`config.mk`:
```
export PLATFORM = sky130hd
export DESIGN_NAME = ierb_ctrl
export DESIGN_NICKNAME = d
export VERILOG_FILES = /design/src/hw/rtl/ierb_pkg.sv /design/src/hw/rtl/ierb_ctrl.sv
export SDC_FILE = /design/constraint.sdc
export NUM_CORES = 1
export LEC_CHECK = 0
export ABC_AREA = 1
export BUFFER_PORTS_ARGS = -buffer_cell sky130_fd_sc_hd__buf_4
export CORE_AREA = 5 5 42 44
export DETAILED_ROUTE_END_ITERATION = 8
export DIE_AREA = 0 0 47 49
export PLACE_DENSITY_LB_ADDON = 0.2
export SYNTH_ARGS = -nofsm -noshare
export SYNTH_HDL_FRONTEND = slang
export SYNTH_SLANG_ARGS = --single-unit
```
`constraint.sdc`:
```
create_clock -name clk -period 1.34 [get_ports clk]
set_input_delay 0.268 -clock clk [delete_from_list [all_inputs] [get_ports clk]]
set_output_delay 0.268 -clock clk [all_outputs]
set_load 0.01 [all_outputs]
```
`src/hw/rtl/ierb_pkg.sv`:
```
// ----------------------------------------------------------------------------
// ierb_pkg: shared types and constants of the input event ring buffer
// Payload structs, operation and status codes, controller states and the
// command/status bundles between controller and datapath.
// ----------------------------------------------------------------------------
`default_nettype none

package ierb_pkg;

  localparam int CAPACITY_DEF = 64;
  localparam int RESULT_LIMIT = 64;

  // operation kinds
  localparam logic [2:0] KIND_PUSH    = 3'd0;
  localparam logic [2:0] KIND_READ    = 3'd1;
  localparam logic [2:0] KIND_PEEK    = 3'd2;
  localparam logic [2:0] KIND_COUNT   = 3'd3;
  localparam logic [2:0] KIND_ACQUIRE = 3'd4;
  localparam logic [2:0] KIND_RELEASE = 3'd5;

  // result status codes
  localparam logic [2:0] ST_OK           = 3'd0;
  localparam logic [2:0] ST_NOT_ACQUIRED = 3'd1;
  localparam logic [2:0] ST_NOT_BUFFERED = 3'd2;
  localparam logic [2:0] ST_ALREADY      = 3'd3;
  localparam logic [2:0] ST_NO_EFFECT    = 3'd4;

  typedef struct packed {
    logic [2:0]  kind;
    logic [7:0]  object_offset;
    logic [31:0] event_value;
    logic [31:0] time_stamp;
    logic [6:0]  max_entries;
  } in_item_t;

  typedef struct packed {
    logic [2:0]  status;
    logic        entry_valid;
    logic [7:0]  entry_offset;
    logic [31:0] entry_data;
    logic [31:0] entry_time;
    logic [31:0] entry_number;
    logic [6:0]  held_count;
    logic        last;
  } out_item_t;

  typedef struct packed {
    logic [7:0]  offset;
    logic [31:0] value;
    logic [31:0] stamp;
    logic [31:0] number;
  } slot_t;

  typedef enum logic [1:0] {
    S_IDLE,
    S_EXEC,
    S_DRAIN
  } ctrl_state_t;

  typedef struct packed {
    logic latch_item;    // capture accepted transaction
    logic finish_single; // emit the one result and apply its state change
    logic start_drain;   // capture entry count for a read/peek
    logic emit_entry;    // emit one entry result
  } ctrl_cmd_t;

  typedef struct packed {
    logic out_free;      // output register can take a result this cycle
    logic need_drain;    // latched item returns entries
    logic last_entry;    // next entry result is the final one
  } dp_stat_t;

endpackage

`default_nettype wire

```
`src/hw/rtl/ierb_ctrl.sv`:
```
// ----------------------------------------------------------------------------
// ierb_ctrl: transaction sequencer
// Accepts one transaction, decides single result or entry drain, and steps
// the datapath through it.
// ----------------------------------------------------------------------------
`default_nettype none

module ierb_ctrl (
  input  wire logic                 clk,
  input  wire logic                 rst_n,
  input  wire logic                 in_valid,
  output logic                      in_stall,
  input  wire ierb_pkg::dp_stat_t   stat,
  output ierb_pkg::ctrl_cmd_t       cmd
);

  ierb_pkg::ctrl_state_t state_r, state_nxt;

  always_ff @(posedge clk) begin
    if (!rst_n) begin
      state_r <= ierb_pkg::S_IDLE;
    end else begin
      state_r <= state_nxt;
    end
  end

  always_comb begin
    state_nxt = state_r;
    cmd       = '0;
    in_stall  = 1'b1;
    unique case (state_r)
      ierb_pkg::S_IDLE: begin
        // nothing is taken while reset is held
        in_stall = !rst_n;
        if (in_valid) begin
          cmd.latch_item = 1'b1;
          state_nxt      = ierb_pkg::S_EXEC;
        end
      end
      ierb_pkg::S_EXEC: begin
        if (stat.need_drain) begin
          cmd.start_drain = 1'b1;
          state_nxt       = ierb_pkg::S_DRAIN;
        end else if (stat.out_free) begin
          cmd.finish_single = 1'b1;
          state_nxt         = ierb_pkg::S_IDLE;
        end
      end
      ierb_pkg::S_DRAIN: begin
        if (stat.out_free) begin
          cmd.emit_entry = 1'b1;
          if (stat.last_entry) begin
            state_nxt = ierb_pkg::S_IDLE;
          end
        end
      end
      default: begin
        state_nxt = ierb_pkg::S_IDLE;
      end
    endcase
  end

endmodule

`default_nettype wire

```
## Yosys cells after proc, flatten, opt, wreduce, memory -nomap -nowiden

Cells that the tools add are included.

| storage, ports and cells | value |
|---|---|
| output and inout port bits | 5 |
| register bits | 2 |
| bits of input ports | 6 |

| operators by class | value |
|---|---|
| reductions and logical operators | 3 |
| mux-type cells | 14 |
| equality and inequality tests | 6 |

Operators with widths:

| operator | number |
|---|---|
| 2-to-1 mux 2 bit | 6 |
| 2-to-1 mux 1 bit | 7 |
| != test 2 bit (second input constant) | 3 |
| case mux 2 bit (3 select lines) | 1 |
| AND reduction 4 bit | 1 |
| != test 3 bit (second input constant) | 1 |
| equality test 2 x 1 -> 1 bit (second input constant) | 1 |
| equality test 2 bit (second input constant) | 1 |
| logical NOT 2 bit | 1 |
| logical NOT 1 bit | 1 |

## Longest topological paths before layout

Gate-level depths: netlist of the first run.

| depth | value |
|---|---|
| word-level depth | 3 |
| depth in mapped cells | 7 |
| depth with buffers taken out | 7 |

## Worst setup path before layout of the first run

No wires, ideal clock.

| timing | value |
|---|---|
| path type | reg-to-output |
| start | reg state_r[1] |
| end | out cmd[1] in the netlist's numbering |
| data required time | 1072 ps |
| cell stages (with the launch flop) | 7 |
| path buffers | 1 |
| path slack | 301 ps |
| data arrival time | 771 ps |
| cells stage by stage | dfxtp_1 inv_1 nand2_2 inv_1 nand2_1 inv_1 buf_4 |

RTL lines:

| element | RTL line | RTL |
|---|---|---|
| start, declared | ierb_ctrl.sv:17 | `ierb_pkg::ctrl_state_t state_r, state_nxt;` |
| start signal, assigned | ierb_ctrl.sv:21 | `state_r <= ierb_pkg::S_IDLE;` |
| start signal, assigned | ierb_ctrl.sv:23 | `state_r <= state_nxt;` |
| end, declared | ierb_ctrl.sv:14 | `output ierb_pkg::ctrl_cmd_t cmd` |

==> metrics.md, run 1 <==
| Metric | Value |
|---|---|
| Status | `finished, final reports clean` |
| PortBufs | `10` |
| Seq/Total Area, Yosys | `a little under a quarter` |
| Worst Max-Slew Pin Slew | `~220 ps` |
| Mapped Area | `177.7 sq um` |
| Final hold vios | `0` |
| Final setup violating endpoints | `0` |
| Seq cells post-synth | `2` |
| Hold buffers post-CTS | `0` |
| DRT Wirelength | `roughly 430 um` |
| Pwr dens | `1100 mW/mm^2` |
| Crit path required time | `1070 ps` |
| DR vias | `between 200 and 250` |
| Placed instance count | `57` |
| Period minus WS final | `about 1300 ps` |
| Number of antenna violations at the first check in global routing | `0` |
| Top flop regs | `state_r x2` |
| Internal Power | `between 0.2 and 0.25 mW` |
| Register with the most flip-flops | `state_r` |
| Final nets | `52` |
| Arr. time, crit path | `slightly above 1000 ps` |
| Net Sw Frac | `a little under a third` |
| Pre-CTS setup slack | `237.1 ps` |
| Global-route wire length before repair | `a little over 700 um` |
| Final Skew | `about 3.6 ps` |
| Worst Setup Start Kind | `register` |
| Num CTS Buffers | `3` |
| Clk_lat worst skew | `~220 ps` |
| Cell variety after synth | `11` |
| Fin util | `about a fifth` |
| Layout area overhead | `64.79%` |
| DRT iter0 DRCs | `2` |
| Die height | `49 um` |
| DR DRC count | `0` |
| Unrepaired setup endpoints after global routing | `true` |
| Clock power share | `39.8%` |
| DRT antenna net count | `0` |
| Post-Syn Nets | `38` |
| Leakage | `about 0.17 nW` |
| Gate power share | `between 30% and 40%` |
| Slew headroom | `a little under nine tenths` |
| IO Pins | `11` |
| First drt pass iteration count | `2` |
| Max Root-Sink Buffers | `2` |
| CTS tree | `done` |
| Fin worst setup slack | `66.40 ps` |
| Setup_tns | `0 ps` |
| Fin crit share | `95.04%` |
| Flop pwr share | `25.5%` |
| RePlAce Congestion | `between 0.6 and 0.7` |
| Die area | `~0.0023 sq mm` |
| Mean post-synth cell area | `5.552 sq um` |
| Post-CTS Setup Inserts | `0` |
| Starting Density | `between 10% and 20%` |
| Mean number of vias per cell | `roughly 3.5` |
| Vias in the first global route | `roughly 180` |
| Total gr overflow | `0` |
| Fin area | `slightly below 300 sq um` |
| Worst hold path type | `in -> reg` |
| Post-route insts no fill | `60` |
| Maximum VDD drop | `about 0.48 mV` |
| Syn Inst Count | `32` |
| Register Area | `approximately 45 sq um` |
| Final Max Tran Viols | `0` |
| H-tree levels | `1` |
| Dpl hpwl | `between 300 and 400 um` |
| ANT cells | `0` |
| Fillers | `between 150 and 200` |
| Clock-pin slew on the worst setup and hold paths | `30 ps` |
| Total power | `about 0.32 mW` |
| MaxCap Viol Count | `0` |
| Largest register FFs | `2` |
| NetSw | `slightly below 0.1 mW` |
| Rows | `14` |
| Placed instance area | `265.3 sq um` |
| Synth Warn # | `0` |
| Clock sink total | `2` |
| Core box area | `between 0.001 and 0.0015 sq mm` |
| Multi-input gate area | `about 96 sq um` |
| Final hold slack | `around 270 ps` |
| CP endpoint kind | `primary output` |
| Width of the die | `about 47 um` |
| Root Driver | `clkbuf_4` |
| Largest net degree at the start of global routing | `6` |
| Worst Path Max Fanout | `5` |
| Avg WL per Cell | `between 7 and 8 um` |
| F_max | `around 0.79 GHz` |
| Total track usage | `approximately 4.4%` |
| Layout cell share with drive strength beyond 1 | `between 40% and 50%` |
| Critical path type | `reg -> out` |
==> final timing paths <==
path         cells after the start  slack, ps        from    endpoint
min                              2        270       rst_n  state_r[0]
min reg2reg                      2        520  state_r[1]  state_r[1]
max                              4         70  state_r[1]      cmd[2]
max reg2reg                      6        430  state_r[0]  state_r[1]
==> kinds of logic (layout without fill, tap and decap cells) <==
logic type	count (synthesis)	after routing	synth area share [%]
and+or+nand+nor	17	17	44.37
DFF	2	2	22.54
AOI/OAI and AO/OA	3	3	9.861
buffers and inverters	10	22	23.24
==> critical path, cell delays in order (launching register included) <==
cell and delay (ps):
dfxtp_4 350, inv_1 60, nand2_2 70, nor3_1 160, buf_4 150
==> layout by cell type (no fill, tap or decap) <==
master,n
a21oi_1,2
buf_4,10
clkbuf_4,3
dfxtp_2,1
dfxtp_4,1
inv_1,8
inv_2,1
nand2_1,7
nand2_2,3
nand3_1,2
nor2_1,2
nor2_2,1
nor3_1,2
o21a_1,1
==> area by class of cell <==
class	instances	share of cell area (%)
clock buffers	3	7.692
flip-flops and latches	2	15.38
repair buffers	10	25.64
multi-input cells	20	32.91
well taps	16	6.838
inverters	9	11.54
==> power by group through the flow <==
stage	registers (mW)	clock network (mW)	logic, mW
after global routing	0.0852	0.147	0.129
after CTS	0.0814	0.136	0.113
final	0.0822	0.128	0.112
after detailed placement	0.0811	0	0.112
after global placement	0.0812	0	0.114
after floorplan	0.0780	0	0.0718
==> Yosys cell counts <==
library cell | count | share of area, %
nand2_1 | 7 | 15
nor2_1 | 2 | 4.2
buf_4 | 1 | 4.2
nor3_1 | 2 | 5.6
o21a_1 | 1 | 4.2
inv_1 | 9 | 19
nand2_2 | 3 | 11
nand3_1 | 2 | 5.6
nor2_2 | 1 | 3.5
dfxtp_1 | 2 | 23
a21oi_1 | 2 | 5.6
==> what timing repair did <==
item	CTS	global route
pin swaps	0	1
gates resized for setup	1	3
hold endpoints to repair	0	0
setup endpoints to repair	1	3
==> routing by layer <==
layer  vias up  GRT usage, %  wire (um)
met3         0         5.166         60
met2         9         4.525        141
met5         -             0          0
met4         0             0          0
li1        119             -          -
met1        79         6.346        231
(Power assumes the default switching activity.)
==> run 2: changes to the inputs <==
- CTS_BUF_LIST: default -> sky130_fd_sc_hd__clkbuf_8
==> metrics.md, run 2 (synthesis results as in run 1) <==
| Metric | Value |
|---|---|
| H-tree levels | `1 (unchanged)` |
| PortBufs | `10 (unchanged)` |
| Worst Max-Slew Pin Slew | `218.6 ps (+0.1079 ps)` |
| Status | `finished, final reports clean` |
| Rows | `14 (unchanged)` |
| Register with the most flip-flops | `state_r` |
| Starting Density | `12.68% (unchanged)` |
| Layout area overhead | `75.35%` |
| Final Skew | `1.679 ps (-1.919 ps)` |
| DRT antenna net count | `0 (unchanged)` |
| Top flop regs | `state_r x2` |
| Final hold vios | `0 (unchanged)` |
| Fillers | `171 (-0.58%)` |
| Final Max Tran Viols | `0 (unchanged)` |
| ANT cells | `0 (unchanged)` |
| Core box area | `0.001401 sq mm (unchanged)` |
| Arr. time, crit path | `980 ps (-30 ps)` |
| Layout cell share with drive strength beyond 1 | `43.18% (-2.3 points)` |
| Worst Setup Start Kind | `register` |
| Die area | `0.002303 sq mm (unchanged)` |
| F_max | `0.7996 GHz (+1.8%)` |
| Fin crit share | `93.33% (-1.7 points)` |
| Leading cell type in the layout, fill and taps excluded | `buf_4` |
| Global-route wire length before repair | `738 um (+2.9%)` |
| DR DRC count | `0 (unchanged)` |
| Slew headroom | `85.31% (about the same)` |
| Worst Path Buf+Inv | `2 (unchanged)` |
| Fin area | `311.5 sq um (+6.4%)` |
| MaxCap Viol Count | `0 (unchanged)` |
| IO Pins | `11 (unchanged)` |
| Slowest stage delay, CP | `340 ps (about the same)` |
| CP endpoint kind | `primary output` |
| Final nets | `52 (unchanged)` |
| DR vias | `207 (unchanged)` |
| DRT Wirelength | `447 um (+3.2%)` |
| Total track usage | `4.501% (+0.070 points)` |
| RePlAce Congestion | `0.6674 (unchanged)` |
| Placed instance area | `265.3 sq um (unchanged)` |
| Width of the die | `47 um (unchanged)` |
| Pwr dens | `1361 mW/mm^2 (+24%)` |
| Most frequent cells in the layout | `10 x buf_4, 9 x inv_1, 7 x nand2_1, 3 x nand2_2, 3 x clkbuf_8` |
| Unrepaired setup endpoints after global routing | `false` |
| Vias in the first global route | `188 (+5.0%)` |
| Num CTS Buffers | `3 (unchanged)` |
| Worst hold path type | `in -> reg` |
| Largest register FFs | `2 (unchanged)` |
| Period minus WS final | `1251 ps (-22.99 ps)` |
| Clock sink total | `2 (unchanged)` |
| Clk_lat worst skew | `210 ps (about the same)` |
| Maximum VDD drop | `0.8384 mV (+74%)` |
| Setup_tns | `0 ps (unchanged)` |
| CTS tree | `done` |
| Dpl hpwl | `372.4 um (unchanged)` |
| Crit path required time | `1070 ps (about the same)` |
| Post-CTS Setup Inserts | `0 (unchanged)` |
| Root Driver | `clkbuf_8` |
| Critical path type | `reg -> out` |
| Total gr overflow | `0 (unchanged)` |
| Max Root-Sink Buffers | `2 (unchanged)` |
| Worst Path Max Fanout | `5 (unchanged)` |
| Leakage | `0.1833 nW (+5.7%)` |
| First drt pass iteration count | `2 (unchanged)` |
| Mean number of vias per cell | `3.450 (unchanged)` |
| Crit-path slowest cell | `dfxtp_4` |
| Final setup violating endpoints | `0 (unchanged)` |
| Die height | `49 um (unchanged)` |
| Number of antenna violations at the first check in global routing | `0 (unchanged)` |
| DRT iter0 DRCs | `1 (-1)` |
| Fin util | `22.23% (+1.3 points)` |
| Clock-pin slew on the worst setup and hold paths | `30 ps (about the same)` |
| Avg WL per Cell | `7.450 um (+3.2%)` |
| CP cell instances | `inv_1 -> nand2_2 -> nor3_1 -> buf_4` |
| Top Family by Delay on Critical Path | `flip-flops` |
| Largest net degree at the start of global routing | `6 (unchanged)` |
[run 2: cell counts in the layout (fill, tap and decap cells not counted)]
Identical to the previous run, type by type.
[run 2: layer usage]
metal | vias up | routed length, um | GRT usage [%] | part of all wire, %
met1 | 79 | 242 | 6.565 | 54
met5 | - | 0 | 0 | 0
met3 | 0 | 60 | 5.166 | 13
li1 | 119 | - | - | -
met2 | 9 | 143 | 4.525 | 32
met4 | 0 | 0 | 0 | 0
[run 2: path summary, 6_finish.rpt]
kind,start,end,slack [ps],cells past startpoint
worst max register to register,state_r[0],state_r[1],420,6
worst max-delay path,state_r[1],cmd[2],90,4
worst min-delay path,rst_n,state_r[0],290,2
worst min register to register,state_r[1],state_r[1],520,2
[run 2: layout make-up]
type                    count  area, sq um  share of cell area [%]
flip-flops and latches      2        45.04                   14.46
clock buffers               3        41.29                   13.25
inverters                   9        33.78                   10.84
well taps                  16        20.02                   6.426
multi-input cells          20        96.34                   30.92
repair buffers             10        75.07                   24.10
[run 2: metrics by stage]
step                total power, mW  setup WS, ps  hold WS [ps]  cells
CTS                          0.4298         12.73         290.6     60
global route                 0.4659         11.12         297.1     60
global placement             0.1955         237.8         504.6     57
finish                       0.4239         89.39         286.8     60
floorplan                    0.1497         301.1         385.7     32
detailed placement           0.1928         237.1         501.4     57
[run 2: power breakdown]
part	internal (mW)	switching, mW	leakage, nW
Combinational	0.0535	0.0574	0.144
Clock	0.189	0.0412	0.0216
Sequential	0.0710	0.0113	0.0175
[run 2: what timing repair did]
item | in CTS | in global routing
resized for setup | 0 | 3
setup endpoints to repair | 0 | 2
hold buffers | 0 | 0
